[src/hw/rtl/bchd_pkg.sv]
package bchd_pkg;

   // Click state machine states
   typedef enum logic [1:0] {
      ST_IDLE     = 2'd0,
      ST_PRESSED  = 2'd1,
      ST_WAIT     = 2'd2,
      ST_PRESSED2 = 2'd3
   } click_state_type;

   // Event codes carried on the result channel
   typedef enum logic [2:0] {
      EV_NONE    = 3'd0,
      EV_PRESS   = 3'd1,
      EV_RELEASE = 3'd2,
      EV_CLICK   = 3'd3,
      EV_DOUBLE  = 3'd4,
      EV_HOLD    = 3'd5
   } event_type;

   // Configuration register indexes
   typedef enum logic [1:0] {
      CSR_DEBOUNCE_TIME = 2'd0,
      CSR_HOLD_TIME     = 2'd1,
      CSR_DC_WINDOW     = 2'd2,
      CSR_ACTIVE_LOW    = 2'd3
   } csr_index_type;

   localparam int unsigned TIMER_W = 16;
   localparam logic [TIMER_W-1:0] TIMER_MAX = '1;

endpackage

[src/hw/rtl/button_click_hold_detector.sv]
// Debounce and click/double-click/hold detection for one push button.
//
// Input channel (req_): one raw pin sample per beat, one beat per scan tick.
// Result channel (rsp_): one or two beats per tick carrying the event code,
// last_of_tick on the final beat of the tick, and the debounced level.
// Configuration channel (csr_): register index and write data, always ready;
// write only while no tick is in flight.
//
// A sample accepted is held in the input register, is evaluated once the
// result register is free, and its first result beat is offered from then on.
// Throughput: one tick per cycle while rsp_ready is high and each tick yields
// one result; a tick that yields two (release plus click or double click)
// holds the next back until its second beat leaves the two-beat result register.
// Reset clears the timers, the debounce and click state and loads the
// configuration defaults. When the receiver stalls, one result pair waits in
// the result register and one more sample waits in the input register; then
// req_ready drops.
module button_click_hold_detector
   import bchd_pkg::*;
#(
   parameter int unsigned SCAN_PERIOD_MS = 10
) (
   input  logic        clock,
   input  logic        reset,
   input  logic        req_valid,
   output logic        req_ready,
   input  logic        req_pin_level,
   output logic        rsp_valid,
   input  logic        rsp_ready,
   output logic [2:0]  rsp_event_code,
   output logic        rsp_last_of_tick,
   output logic        rsp_pressed_now,
   input  logic        csr_valid,
   output logic        csr_ready,
   input  logic [1:0]  csr_index,
   input  logic [15:0] csr_data
);

   localparam logic [TIMER_W:0] STEP = (TIMER_W+1)'(SCAN_PERIOD_MS);

   function automatic logic [TIMER_W-1:0] sat_add(input logic [TIMER_W-1:0] t);
      logic [TIMER_W:0] s;
      s = {1'b0, t} + STEP;
      return s[TIMER_W] ? TIMER_MAX : s[TIMER_W-1:0];
   endfunction

   // Configuration registers
   logic [TIMER_W-1:0] debounce_time_ff, hold_time_ff, dc_window_ff;
   logic               active_low_ff;

   assign csr_ready = 1'b1;

   always_ff @(posedge clock) begin
      if (reset) begin
         debounce_time_ff <= 16'd50;
         hold_time_ff     <= 16'd1000;
         dc_window_ff     <= 16'd300;
         active_low_ff    <= 1'b1;
      end else if (csr_valid) begin
         case (csr_index_type'(csr_index))
            CSR_DEBOUNCE_TIME: debounce_time_ff <= csr_data;
            CSR_HOLD_TIME:     hold_time_ff     <= csr_data;
            CSR_DC_WINDOW:     dc_window_ff     <= csr_data;
            CSR_ACTIVE_LOW:    active_low_ff    <= csr_data[0];
            default:           ;
         endcase
      end
   end

   // Input register and result register control
   logic       in_valid_ff, in_level_ff;
   logic [1:0] out_cnt_ff, out_cnt_in;
   logic       out_free, advance, rsp_fire;

   assign rsp_fire  = rsp_valid && rsp_ready;
   assign out_free  = (out_cnt_ff == 2'd0) || ((out_cnt_ff == 2'd1) && rsp_ready);
   assign advance   = in_valid_ff && out_free;
   assign req_ready = !in_valid_ff || out_free;

   always_ff @(posedge clock) begin
      if (reset) begin
         in_valid_ff <= 1'b0;
      end else if (req_ready) begin
         in_valid_ff <= req_valid;
      end
   end

   always_ff @(posedge clock) begin
      if (req_valid && req_ready) begin
         in_level_ff <= req_pin_level;
      end
   end

   // Debounce
   logic               raw_prev_ff, debounced_ff;
   logic [TIMER_W-1:0] stable_ff, stable_in;
   logic               raw, cur, jp, jr;

   assign raw       = active_low_ff ? ~in_level_ff : in_level_ff;
   assign stable_in = (raw != raw_prev_ff) ? '0 : sat_add(stable_ff);
   assign cur       = (stable_in >= debounce_time_ff) ? raw : debounced_ff;
   assign jp        = cur && !debounced_ff;
   assign jr        = !cur && debounced_ff;

   always_ff @(posedge clock) begin
      if (reset) begin
         raw_prev_ff  <= 1'b0;
         stable_ff    <= '0;
         debounced_ff <= 1'b0;
      end else if (advance) begin
         raw_prev_ff  <= raw;
         stable_ff    <= stable_in;
         debounced_ff <= cur;
      end
   end

   // Click state machine registers
   click_state_type    state_ff, state_in;
   logic [TIMER_W-1:0] held_ff, held_in, wait_ff, wait_in;
   logic [TIMER_W-1:0] held_inc, wait_inc;
   logic               hold_sent_ff, hold_sent_in;
   logic               hold_fire;

   assign held_inc  = sat_add(held_ff);
   assign wait_inc  = sat_add(wait_ff);
   assign hold_fire = cur && !hold_sent_ff && (hold_time_ff != '0) &&
                      (held_inc >= hold_time_ff);

   // Next state and timers
   always_comb begin
      state_in     = state_ff;
      held_in      = held_ff;
      wait_in      = wait_ff;
      hold_sent_in = hold_sent_ff;
      case (state_ff)
         ST_IDLE: begin
            if (jp) begin
               state_in     = ST_PRESSED;
               held_in      = '0;
               hold_sent_in = 1'b0;
            end
         end
         ST_PRESSED: begin
            if (cur && !hold_sent_ff) begin
               held_in = held_inc;
            end
            if (hold_fire) begin
               hold_sent_in = 1'b1;
            end
            if (jr) begin
               if (hold_sent_ff || (dc_window_ff == '0)) begin
                  state_in = ST_IDLE;
               end else begin
                  state_in = ST_WAIT;
                  wait_in  = '0;
               end
            end
         end
         ST_WAIT: begin
            wait_in = wait_inc;
            if (jp) begin
               state_in = ST_PRESSED2;
            end else if (wait_inc >= dc_window_ff) begin
               state_in = ST_IDLE;
            end
         end
         ST_PRESSED2: begin
            if (jr) begin
               state_in = ST_IDLE;
            end
         end
         default: state_in = ST_IDLE;
      endcase
   end

   // Events for this tick
   event_type ev_a, ev_b;
   logic      ev_two;

   always_comb begin
      ev_a   = EV_NONE;
      ev_b   = EV_NONE;
      ev_two = 1'b0;
      case (state_ff)
         ST_IDLE: begin
            if (jp) ev_a = EV_PRESS;
         end
         ST_PRESSED: begin
            // hold needs the level up, release needs it down: never both
            if (hold_fire) begin
               ev_a = EV_HOLD;
            end else if (jr) begin
               ev_a = EV_RELEASE;
               if (!hold_sent_ff && (dc_window_ff == '0)) begin
                  ev_b   = EV_CLICK;
                  ev_two = 1'b1;
               end
            end
         end
         ST_WAIT: begin
            if (jp) begin
               ev_a = EV_PRESS;
            end else if (wait_inc >= dc_window_ff) begin
               ev_a = EV_CLICK;
            end
         end
         ST_PRESSED2: begin
            if (jr) begin
               ev_a   = EV_RELEASE;
               ev_b   = EV_DOUBLE;
               ev_two = 1'b1;
            end
         end
         default: ;
      endcase
   end

   always_ff @(posedge clock) begin
      if (reset) begin
         state_ff     <= ST_IDLE;
         held_ff      <= '0;
         wait_ff      <= '0;
         hold_sent_ff <= 1'b0;
      end else if (advance) begin
         state_ff     <= state_in;
         held_ff      <= held_in;
         wait_ff      <= wait_in;
         hold_sent_ff <= hold_sent_in;
      end
   end

   // Result register: up to two beats, second shifts forward
   event_type ev0_ff, ev1_ff;
   logic      pressed_ff;

   always_comb begin
      out_cnt_in = out_cnt_ff;
      if (advance) begin
         out_cnt_in = ev_two ? 2'd2 : 2'd1;
      end else if (rsp_fire) begin
         out_cnt_in = out_cnt_ff - 2'd1;
      end
   end

   always_ff @(posedge clock) begin
      if (reset) begin
         out_cnt_ff <= 2'd0;
      end else begin
         out_cnt_ff <= out_cnt_in;
      end
   end

   always_ff @(posedge clock) begin
      if (advance) begin
         ev0_ff     <= ev_a;
         ev1_ff     <= ev_b;
         pressed_ff <= cur;
      end else if (rsp_fire) begin
         ev0_ff <= ev1_ff;
      end
   end

   assign rsp_valid        = (out_cnt_ff != 2'd0);
   assign rsp_event_code   = ev0_ff;
   assign rsp_last_of_tick = (out_cnt_ff == 2'd1);
   assign rsp_pressed_now  = pressed_ff;

   // Checks
   a_cnt_range: assert property (@(posedge clock) disable iff (reset)
      out_cnt_ff != 2'd3)
      else $error("result count out of range");

   a_advance_shows: assert property (@(posedge clock) disable iff (reset)
      advance |=> rsp_valid)
      else $error("evaluated tick produced no result beat");

   a_pair_shift: assert property (@(posedge clock) disable iff (reset)
      (out_cnt_ff == 2'd2 && rsp_ready) |=> (out_cnt_ff == 2'd1 && rsp_valid))
      else $error("second beat of a tick lost");

   a_hold_state: assert property (@(posedge clock) disable iff (reset)
      hold_sent_ff |-> (state_ff == ST_IDLE || state_ff == ST_PRESSED))
      else $error("hold flag set outside first press");

endmodule
[config.mk]
export PLATFORM = sky130hd
export DESIGN_NAME = button_click_hold_detector
export DESIGN_NICKNAME = d
export VERILOG_FILES = /design/src/hw/rtl/bchd_pkg.sv /design/src/hw/rtl/button_click_hold_detector.sv
export SDC_FILE = /design/constraint.sdc
export NUM_CORES = 1
export LEC_CHECK = 0
export BUFFER_PORTS_ARGS = -buffer_cell sky130_fd_sc_hd__buf_2
export CORE_MARGIN = 2
export CORE_UTILIZATION = 39
export DETAILED_ROUTE_END_ITERATION = 10
export PLACE_DENSITY = 0.68
export SETUP_SLACK_MARGIN = 0.5
export SYNTH_ARGS = -nofsm -noshare
export SYNTH_HDL_FRONTEND = slang
export SYNTH_SLANG_ARGS = --single-unit
[constraint.sdc]
create_clock -name clock -period 3.7 [get_ports clock]
set_input_delay 0.185 -clock clock [delete_from_list [all_inputs] [get_ports clock]]
set_output_delay 0.185 -clock clock [all_outputs]
set_load 0.01 [all_outputs]
==> flow_metrics.py, run 1 <==
metrics = {
    "synthesis": {
        "synthArstFlopShare_pct": 0,
        "synth_area_mm2": 0.00662,
        "synth_top_area_cell": "dfxtp_1",
        "synth_compound_area_share_pct": 20.8,
        "synth_top_flop_cell": "dfxtp_1",
        "synth_common_cells": "nand2_1 (184), dfxtp_1 (105), a21oi_1 (99)",
        "synth-simple-area-share_pct": 22.6,
        "synth_top_family_by_area": "simple AND/OR/NAND/NOR gates",
        "synth_warnings": 0,
        "netlist_instances": 851,
        "synth.area.top_cells": "dfxtp_1 (32%), nand2_1 (10%), ha_1 (10%), a21oi_1 (7.5%), inv_1 (3.3%)",
        "synth-adder-area-share_pct": 10.0,
        "synth_most_common_cell": "nand2_1",
        "syn_nets": 928,
        "synth_edf_count": 7,
        "yosysTopAreaCellShare_pct": 31.8,
        "synth.mux.area_fraction_pct": 1.30,
        "ys_seq_area_share_pct": 34.9,
        "ys_types": 67,
        "synth_xor_xnor_area_share_pct": 3.97,
        "ys_ff_latch": 112,
        "synth.avg_cell_area_um2": 7.77,
    },
    "global_routing": {
        "antenna_found_initial": 0,
        "grt_first_pass_wirelength_um": 29200,
        "grt.total_usage_pct": 20.2,
        "grt_max_degree": 60,
        "grt_pass1_vias": 5858,
        "grt_overflow": 0,
    },
    "detailed_routing": {
        "wirelength_um": 18700,
        "wl_per_cell_um": 16.4,
        "drt-initial-drc-count": 590,
        "drc": 0,
        "first_pass_iters": 5,
        "drtAntennaViolNets": 0,
        "vias_per_cell": 5.45,
        "vias": 6193,
    },
    "critical_path": {
        "start_kind": "flop",
        "cp_top_family": "compound AO/OA/AOI/OAI gates",
        "crit_chain": "ha_2 > o2111ai_2 > nor2_2 > nand3_1 > a211oi_2 > ha_1 > nand2_1 > nor2_2 > a22oi_2 > a31oi_4 > nor3b_4 > buf_4 > buf_6 > buf_16 > nand3_2 > o21ai_1",
        "critPathMaxStageDelay_ns": 0.37,
        "worstPathRequired_ns": 4.01,
        "cp_max_fo": 8,
        "cp-end-kind": "flop",
        "arrival_ns": 3.78,
        "crit_buf_inv": 3,
        "path_common_cell": "nor2_2",
        "critical_path.slowest_cell": "dfxtp_2",
        "criticalPathCategory": "flop to flop",
    },
    "power_and_ir_drop": {
        "ir_drop_v": 0.000254,
        "powerDensity_mw_per_mm2": 322,
        "p_leak_nw": 3.25,
        "p_total_mw": 2.69,
    },
    "sta": {
        "fmax_mhz": 288,
        "layout_setup_ws_ns": 0.229,
        "slew_headroom_pct": 18.1,
        "final_hold_viol_count": 0,
        "rsz0062_at_grt": "true",
        "finalSetupViolCount": 0,
        "clock_skew_ns": 0.0125,
        "layout_min_cycle_time_ns": 3.47,
        "setup_tns_ns": 0,
        "worst_slew_pin_slew_ns": 1.22,
        "finalMaxSlewViolations": 0,
        "min_period_over_period_pct": 93.8,
    },
    "floorplanning": {
        "initial_core_util_pct": 39.9,
        "die_w_um": 134,
        "dieArea_mm2": 0.0180,
        "num_io_pins": 32,
        "rows": 47,
        "core-area_mm2": 0.0166,
        "die-height_um": 134,
    },
    "final_layout": {
        "final_util_pct": 50.4,
        "syn_to_final_growth_pct": 26.4,
        "drive_gt1_share_pct": 24.8,
        "diodes": 0,
        "final_nets": 989,
    },
    "place": {
        "portBuffers": 30,
        "gp_congestion": 0.821,
        "dpl.hpwl_um": 11900,
        "dp_worst_setup_slack_ns": -0.157,
    },
    "job": {
        "max_cap_viol_count": 0,
    },
    "clock_network": {
        "insertion_delay_ns": 0.37,
        "htree_levels": 3,
        "cts_hold_buf": 0,
        "cts_tree": "built",
        "clk_pin_slew_worst_paths_ns": 0.09,
        "clk_path_buf_depth": 2,
        "clkSinkCount": 112,
        "root_buffer": "clkbuf_16",
        "cts_buffers": 9,
    },
    "worst_hold_path": {
        "worst_hold_path_type": "input port to flop",
    },
    "run_status": {
        "status": "complete, no violations",
    },
}
[timing repair]
| action | CTS | global route |
|---|---|---|
| pin swaps | 24 | 24 |
| setup buffers | 20 | 16 |
| endpoints found under the setup margin | 44 | 44 |
| resized for setup | 88 | 41 |
| gates cloned | 4 | 2 |
[metrics by stage]
stage | cell area, µm² | hold WS (ns) | instances
finish | 8360 | 0.0188 | 1137
global route | 8360 | 0.00802 | 1137
CTS | 8040 | 0.00681 | 1119
detailed placement | 7100 | 0.376 | 1079
global placement | 7100 | 0.405 | 1079
floorplan | 6690 | 0.284 | 851
[cell type report]
| type | count | area, µm² |
|---|---|---|
| Inverter | 60 | 225 |
| Clock buffer | 9 | 225 |
| Tap cell | 220 | 275 |
| Sequential cell | 112 | 2340 |
| Fill cell | 1574 | 8220 |
| Clock inverter | 7 | 83.8 |
| Multi-Input combinational cell | 638 | 4500 |
| Timing Repair Buffer | 91 | 707 |
[where the power goes]
part / internal, mW / total (mW) / leakage [nW] / switching, mW
clock network: 0.488 / 1.02 / 0.151 / 0.533
registers: 1.26 / 1.29 / 0.928 / 0.0281
logic: 0.138 / 0.382 / 2.17 / 0.245
[layout by cell type (no fill, tap or decap), types with 11 or more instances in the layout]
cell type | Yosys | layout
a21oi_2 | 2 | 13
xnor2_1 | 14 | 11
nand4_1 | 11 | 11
dfxtp_2 | 0 | 11
buf_2 | 3 | 30
xor2_1 | 16 | 15
dfxtp_1 | 105 | 89
o21ai_0 | 38 | 25
nand2_1 | 184 | 181
clkbuf_16 | 0 | 11
buf_4 | 2 | 51
nand3_1 | 31 | 26
nor2_1 | 38 | 31
ha_1 | 53 | 47
inv_1 | 59 | 59
o211ai_1 | 12 | 12
a21oi_1 | 99 | 79
[logic make-up (layout without fill, tap and decap cells)]
family / Yosys count / count (layout)
flip-flops: 112 / 112
multiplexers: 8 / 8
XOR/XNOR: 30 / 30
buffers and inverters: 104 / 167
other: 1 / 1
AND/OR/NAND/NOR: 326 / 327
adder cells (fa/ha/maj): 53 / 53
AO/OA/AOI/OAI: 217 / 219
[layer usage]
metal  global-route usage, %  share of wire, %  up-vias
met5                       0                 0        -
met4                    7.08               1.8        0
met3                    3.02               4.3       32
met2                    33.1                47      167
met1                    27.0                47     2889
li1                        -                 -     3105
[final timing paths]
path | start | slack, ns | cells after the start | endpoint
min reg2reg | debounce_time_ff[11]$_SDFFE_PP0P_ | 0.46 | 2 | debounce_time_ff[11]$_SDFFE_PP0P_
max | stable_ff[1]$_SDFFE_PP0P_ | 0.23 | 16 | held_ff[11]$_SDFFE_PP0P_
max reg2reg | stable_ff[1]$_SDFFE_PP0P_ | 0.23 | 16 | held_ff[11]$_SDFFE_PP0P_
min | req_pin_level | 0.02 | 1 | in_level_ff$_DFFE_PP_
[flip-flops by register name (all words and copies together) (netlist names), 3 cells and up]
signal and count:
wait_ff 16, debounce_time_ff 16, rsp_event_code 3, stable_ff 16
hold_time_ff 16, held_ff 16, dc_window_ff 16
[worst register-to-register path, stage by stage, from the launching register on]
cell and delay (ns):
dfxtp_2 0.37, ha_2 0.22, o2111ai_2 0.16, nor2_2 0.20, nand3_1 0.18, a211oi_2 0.36, ha_1 0.31, nand2_1 0.17
nor2_2 0.10, a22oi_2 0.27, a31oi_4 0.15, nor3b_4 0.32, buf_4 0.17, buf_6 0.13, buf_16 0.13, nand3_2 0.06
o21ai_1 0.10
No activity file was read; power rests on OpenSTA's default activity.
==> run 2: changes to the inputs <==
- PLACE_DENSITY: 0.68 -> 0.62
==> run 2 against run 1 <==
Compared with the run above:
- die area unchanged
- critical path depth increased by 1
- routed wire length increased by 1.8%
- critical endpoint is now wait_ff[12]$_SDFFE_PP0P_
- fmax rose by 1.8%
- hold slack better by 0.016 ns
- clock skew barely moved
- total power is 1.1% lower
- critical path type unchanged
- non-clock buffer count increased by 5
- clock power about the same
- sequential cell count is the same
- largest cell class unchanged
- first-iteration DRC count decreased by 39%
==> flow_metrics.py, run 2 (synthesis gave the netlist of run 1 again) <==
metrics = {
    "sta": {
        "whs_ns": 0.0347,
        "worst_slew_pin_slew_ns": 1.41,
        "clock_skew_ns": 0.0128,
        "slew_headroom_pct": 5.96,
        "layout_min_cycle_time_ns": 3.41,
        "min_period_over_period_pct": 92.1,
        "rsz0062_at_grt": "true",
        "finalSetupViolCount": 0,
        "fmax_mhz": 293,
        "setup_tns_ns": 0,
        "final_hold_viol_count": 0,
        "finalMaxSlewViolations": 0,
    },
    "final_layout": {
        "design_area_mm2": 0.00853,
        "diodes": 0,
        "seqCellArea_mm2": 0.00233,
        "syn_to_final_growth_pct": 29.0,
        "final_util_pct": 51.4,
        "fill_cells": 1574,
        "multi_input_area_mm2": 0.00463,
        "drive_gt1_share_pct": 27.1,
        "final_cell_mix": "nand2_1 (179), dfxtp_1 (93), a21oi_1 (73), inv_1 (58), buf_4 (48)",
        "final_common_cell": "nand2_1",
        "final_nets": 993,
    },
    "clock_network": {
        "insertion_delay_ns": 0.37,
        "cts_buffers": 9,
        "clk_pin_slew_worst_paths_ns": 0.08,
        "clkSinkCount": 112,
        "htree_levels": 3,
        "root_buffer": "clkbuf_16",
        "cts_tree": "built",
        "clk_path_buf_depth": 2,
    },
    "global_routing": {
        "grt_max_degree": 60,
        "grt_overflow": 0,
        "grt.total_usage_pct": 20.4,
        "grt_pass1_vias": 5696,
        "antenna_found_initial": 0,
        "grt_first_pass_wirelength_um": 29400,
    },
    "floorplanning": {
        "core-area_mm2": 0.0166,
        "dieArea_mm2": 0.0180,
        "initial_core_util_pct": 39.9,
        "die-height_um": 134,
        "rows": 47,
        "num_io_pins": 32,
        "die_w_um": 134,
    },
    "detailed_routing": {
        "first_pass_iters": 5,
        "wirelength_um": 19000,
        "drt-initial-drc-count": 358,
        "vias_per_cell": 5.42,
        "wl_per_cell_um": 16.7,
        "vias": 6189,
        "drtAntennaViolNets": 0,
        "drc": 0,
    },
    "critical_path": {
        "criticalPathCategory": "flop to flop",
        "crit_start": "stable_ff[1]$_SDFFE_PP0P_",
        "crit_buf_inv": 5,
        "worstPathRequired_ns": 3.96,
        "start_kind": "flop",
        "cp_top_family": "compound AO/OA/AOI/OAI gates",
        "crit_chain": "ha_2 > o2111ai_2 > buf_4 > nor2_1 > xnor2_1 > a21oi_4 > ha_4 > nand4_4 > buf_6 > inv_2 > a21oi_2 > buf_6 > a2111oi_4 > buf_4 > and3_4 > o22ai_4 > a22o_1",
        "r2r_cells": 17,
        "critical_path.slowest_cell": "dfxtp_2",
        "critPathMaxStageDelay_ns": 0.40,
        "cp-end-kind": "flop",
        "arrival_ns": 3.67,
        "cp_max_fo": 6,
        "worstReg2RegStart": "stable_ff[1]$_SDFFE_PP0P_",
        "worstSetupPathDepth": 17,
    },
    "run_status": {
        "status": "complete, no violations",
    },
    "worst_hold_path": {
        "min-delay-start": "req_valid",
        "worst_hold_path_type": "input port to flop",
        "holdPathStages": 3,
    },
    "place": {
        "dpl.hpwl_um": 12300,
        "portBuffers": 30,
        "gp_congestion": 0.855,
        "dpl_cell_area_mm2": 0.00717,
    },
    "power_and_ir_drop": {
        "ir_drop_v": 0.000291,
        "p_leak_nw": 3.31,
        "powerDensity_mw_per_mm2": 312,
    },
    "job": {
        "max_cap_viol_count": 0,
    },
}
==> run 2: cell types whose count changed in the layout (fill, tap and decap cells not counted), moves of 4 or more <==
| cell | change |
|---|---|
| dfxtp_1 | +4 |
| o21ai_0 | -6 |
| a21oi_1 | -6 |
| nor2_2 | -5 |
| buf_6 | +7 |
| nand3_1 | -9 |
| nand3_2 | +8 |
==> run 2: repair_timing <==
action / in CTS / in global routing
pin swaps: 15 / 44
endpoints found under the setup margin: 44 / 43
gates resized for setup: 64 / 102
hold endpoints to repair: 1 / 0
cloned: 3 / 1
hold buffers: 1 / 0
buffers inserted: 16 / 15
==> run 2: stage by stage <==
stage,power [mW],std cells,worst slack [ns]
after floorplan,1.52,851,0.524
after global placement,1.62,1089,0.0783
after detailed placement,1.62,1089,-0.0571
after CTS,2.65,1125,0.345
after global routing,2.77,1141,0.131
final,2.66,1141,0.291
==> run 2: power breakdown <==
part	switching (mW)	internal [mW]	leakage, nW
Clock	0.525	0.480	0.145
Sequential	0.0265	1.26	0.925
Combinational	0.237	0.131	2.24
==> run 2: worst register-to-register path: stages (launching register included) <==
cell       delay [ns]
dfxtp_2          0.40
ha_2             0.25
o2111ai_2        0.14
buf_4            0.17
nor2_1           0.14
xnor2_1          0.21
a21oi_4          0.13
ha_4             0.31
nand4_4          0.13
buf_6            0.14
inv_2            0.04
a21oi_2          0.06
buf_6            0.13
a2111oi_4        0.32
buf_4            0.20
and3_4           0.23
o22ai_4          0.10
a22o_1           0.21
==> run 2: metal layers <==
layer  up-vias  global-route usage, %  share of wire, %
li1       3103                      -                 -
met1      2932                   28.0                46
met4         0                   5.03               1.6
met2       127                   33.1                48
met5         -                      0                 0
met3        27                   3.97               4.2
==> run 2: layout make-up <==
type / count / share of cell area [%]
clock inverter: 7 / 0.851
sequential: 112 / 27.3
multi-input combinational: 637 / 54.3
timing repair buffer: 96 / 9.00
tap: 220 / 3.23
inverter: 60 / 2.64
clock buffer: 9 / 2.64
==> run 2: path summary, 6_finish.rpt <==
| kind | end | slack, ns |
|---|---|---|
| min reg2reg | debounce_time_ff[14]$_SDFFE_PP0P_ | 0.46 |
| min | in_valid_ff$_SDFFE_PP0N_ | 0.03 |
| max reg2reg | wait_ff[12]$_SDFFE_PP0P_ | 0.29 |
| max | wait_ff[12]$_SDFFE_PP0P_ | 0.29 |
==> run 3: changes to the inputs <==
- CORE_ASPECT_RATIO: unset -> 1.25
==> run 3 against run 2 <==
Compared with the run above:
- die area is essentially flat
- sequential share of layout area grew 1.4 points
- global-route usage shrank 0.80 points
- first-iteration DRC count grew 28%
- critical endpoint is now wait_ff[3]$_SDFFE_PP0P_
- largest power group unchanged
- highest routed layer unchanged
==> flow_metrics.py, run 3 (synthesis gave the netlist of run 1 again) <==
metrics = {
    "clock_network": {
        "clk_path_buf_depth": 2,
        "cts_buffers": 9,
        "clkSinkCount": 112,
        "root_buffer": "clkbuf_16",
        "htree_levels": 3,
        "cts_tree": "built",
        "clk_pin_slew_worst_paths_ns": 0.07,
        "insertion_delay_ns": 0.36,
    },
    "global_routing": {
        "grt_overflow": 0,
        "grt_pass1_vias": 5601,
        "grt_first_pass_wirelength_um": 28100,
        "antenna_found_initial": 0,
        "grt_max_degree": 62,
        "grt.total_usage_pct": 19.6,
    },
    "power_and_ir_drop": {
        "switchingPower_mw": 0.706,
        "p_clk_share_pct": 35.3,
        "seqPwrFrac_pct": 50.6,
        "ir_drop_v": 0.000224,
        "p_comb_share_pct": 14.1,
        "p_leak_nw": 3.17,
        "powerDensity_mw_per_mm2": 312,
        "netSwitchingFraction_pct": 27.8,
        "p_int_mw": 1.84,
    },
    "critical_path": {
        "cp-end-kind": "flop",
        "cp_max_fo": 8,
        "start_kind": "flop",
        "criticalPathCategory": "flop to flop",
        "arrival_ns": 3.68,
        "critical_path.slowest_cell": "a2111oi_4",
        "crit_chain": "buf_6 > a21oi_4 > nor4b_4 > buf_4 > nand3_4 > a21oi_2 > ha_4 > nand4_4 > nor4_4 > buf_4 > a21oi_4 > a2111oi_4 > buf_6 > buf_6 > a22o_4 > buf_6 > a31oi_4",
        "path_common_cell": "buf_6",
        "critPathMaxStageDelay_ns": 0.43,
        "worstPathRequired_ns": 3.93,
    },
    "sta": {
        "min_period_over_period_pct": 93.4,
        "finalMaxSlewViolations": 0,
        "fmax_mhz": 289,
        "worst_slew_pin_slew_ns": 1.19,
        "finalSetupViolCount": 0,
        "setup_tns_ns": 0,
        "clock_skew_ns": 0.0118,
        "slew_headroom_pct": 20.6,
        "layout_min_cycle_time_ns": 3.46,
        "final_hold_viol_count": 0,
        "rsz0062_at_grt": "true",
    },
    "floorplanning": {
        "die_w_um": 121,
        "core-area_mm2": 0.0167,
        "dieArea_mm2": 0.0180,
        "initial_core_util_pct": 39.6,
        "rows": 53,
        "die-height_um": 150,
        "num_io_pins": 32,
    },
    "detailed_routing": {
        "wirelength_um": 17700,
        "vias_per_cell": 5.38,
        "wl_per_cell_um": 15.7,
        "highest_layer": "met4",
        "first_pass_iters": 5,
        "drt-initial-drc-count": 460,
        "drtAntennaViolNets": 0,
        "drc": 0,
        "wl_met2_um": 8630,
        "wl_met1_um": 8040,
        "met3_wirelength_um": 621,
        "vias": 6055,
    },
    "final_layout": {
        "final_util_pct": 48.7,
        "instances_no_fill": 1126,
        "final_nets": 980,
        "final_cell_mix": "nand2_1 (181), dfxtp_1 (92), a21oi_1 (83), inv_1 (59), ha_1 (47)",
        "diodes": 0,
        "final_common_cell": "nand2_1",
        "syn_to_final_growth_pct": 23.1,
        "fill_cells": 1620,
        "design_area_mm2": 0.00814,
        "drive_gt1_share_pct": 22.1,
    },
    "run_status": {
        "status": "complete, no violations",
    },
    "place": {
        "gp_congestion": 0.816,
        "place_inst": 1080,
        "portBuffers": 30,
        "dpl_cell_area_mm2": 0.00710,
        "dpl.hpwl_um": 12200,
    },
    "worst_hold_path": {
        "worst_hold_path_type": "input port to flop",
    },
    "job": {
        "max_cap_viol_count": 0,
    },
}
-- run 3: cell count changes in the layout (fill, tap and decap cells not counted), sizes merged --
cell,previous run,this run
buf,94,81
inv,64,60
clkbuf,10,12
a22o,10,11
o22ai,3,2
-- run 3: layer usage --
| layer | global-route usage (%) | vias up |
|---|---|---|
| li1 | - | 3076 |
| met1 | 25.3 | 2815 |
| met2 | 32.5 | 132 |
| met3 | 3.16 | 32 |
| met4 | 8.08 | 0 |
| met5 | 0 | - |
-- run 3: final cells by class --
cell class                 instances  area [µm²]  area share [%]
multi-input combinational        637        4440            54.5
sequential                       112        2340            28.7
timing repair buffer              83         611            7.50
tap                              220         275            3.38
clock buffer                      11         233            2.86
inverter                          60         225            2.77
clock inverter                     3        21.3           0.261
-- run 3: final timing paths --
kind,depth (start not counted),slack [ns],end,start
max,17,0.24,wait_ff[3]$_SDFFE_PP0P_,stable_ff[1]$_SDFFE_PP0P_
min,3,0.05,in_valid_ff$_SDFFE_PP0N_,req_valid
max reg2reg,17,0.24,wait_ff[3]$_SDFFE_PP0P_,stable_ff[1]$_SDFFE_PP0P_
min reg2reg,2,0.46,debounce_time_ff[8]$_SDFFE_PP0P_,debounce_time_ff[8]$_SDFFE_PP0P_
-- run 3: per-stage QoR --
stage	setup slack [ns]	power, mW	hold slack, ns
6_report	0.243	2.54	0.0496
5_1_grt	0.0777	2.65	0.0606
4_1_cts	0.424	2.55	0.0457
3_5_place_dp	0.0524	1.62	0.374
3_3_place_gp	0.0337	1.62	0.375
2_1_floorplan	0.524	1.52	0.284
-- run 3: critical path: cells and delay by family (launching register included) --
| family | cells | cell delay [ns] |
|---|---|---|
| buffers and inverters | 6 | 0.87 |
| adders and majority gates | 1 | 0.18 |
| and+or+nand+nor | 4 | 0.87 |
| DFF | 1 | 0.35 |
| AOI/OAI and AO/OA | 6 | 1.06 |
-- run 3: what timing repair did --
| item | in CTS | in global routing |
|---|---|---|
| endpoints found under the setup margin | 43 | 44 |
| hold endpoints to repair | 1 | 0 |
| hold buffers | 1 | 0 |
| buffers inserted | 15 | 13 |
| gates cloned | 2 | 1 |
| gates resized for setup | 67 | 43 |
| pin swaps | 22 | 27 |
-- run 3: power by group through the flow --
stage	logic [mW]	clock network [mW]	registers, mW
after detailed placement	0.310	0	1.31
after CTS	0.336	0.924	1.29
after global routing	0.398	0.962	1.29
after floorplan	0.210	0	1.31
final	0.358	0.898	1.29
after global placement	0.307	0	1.31
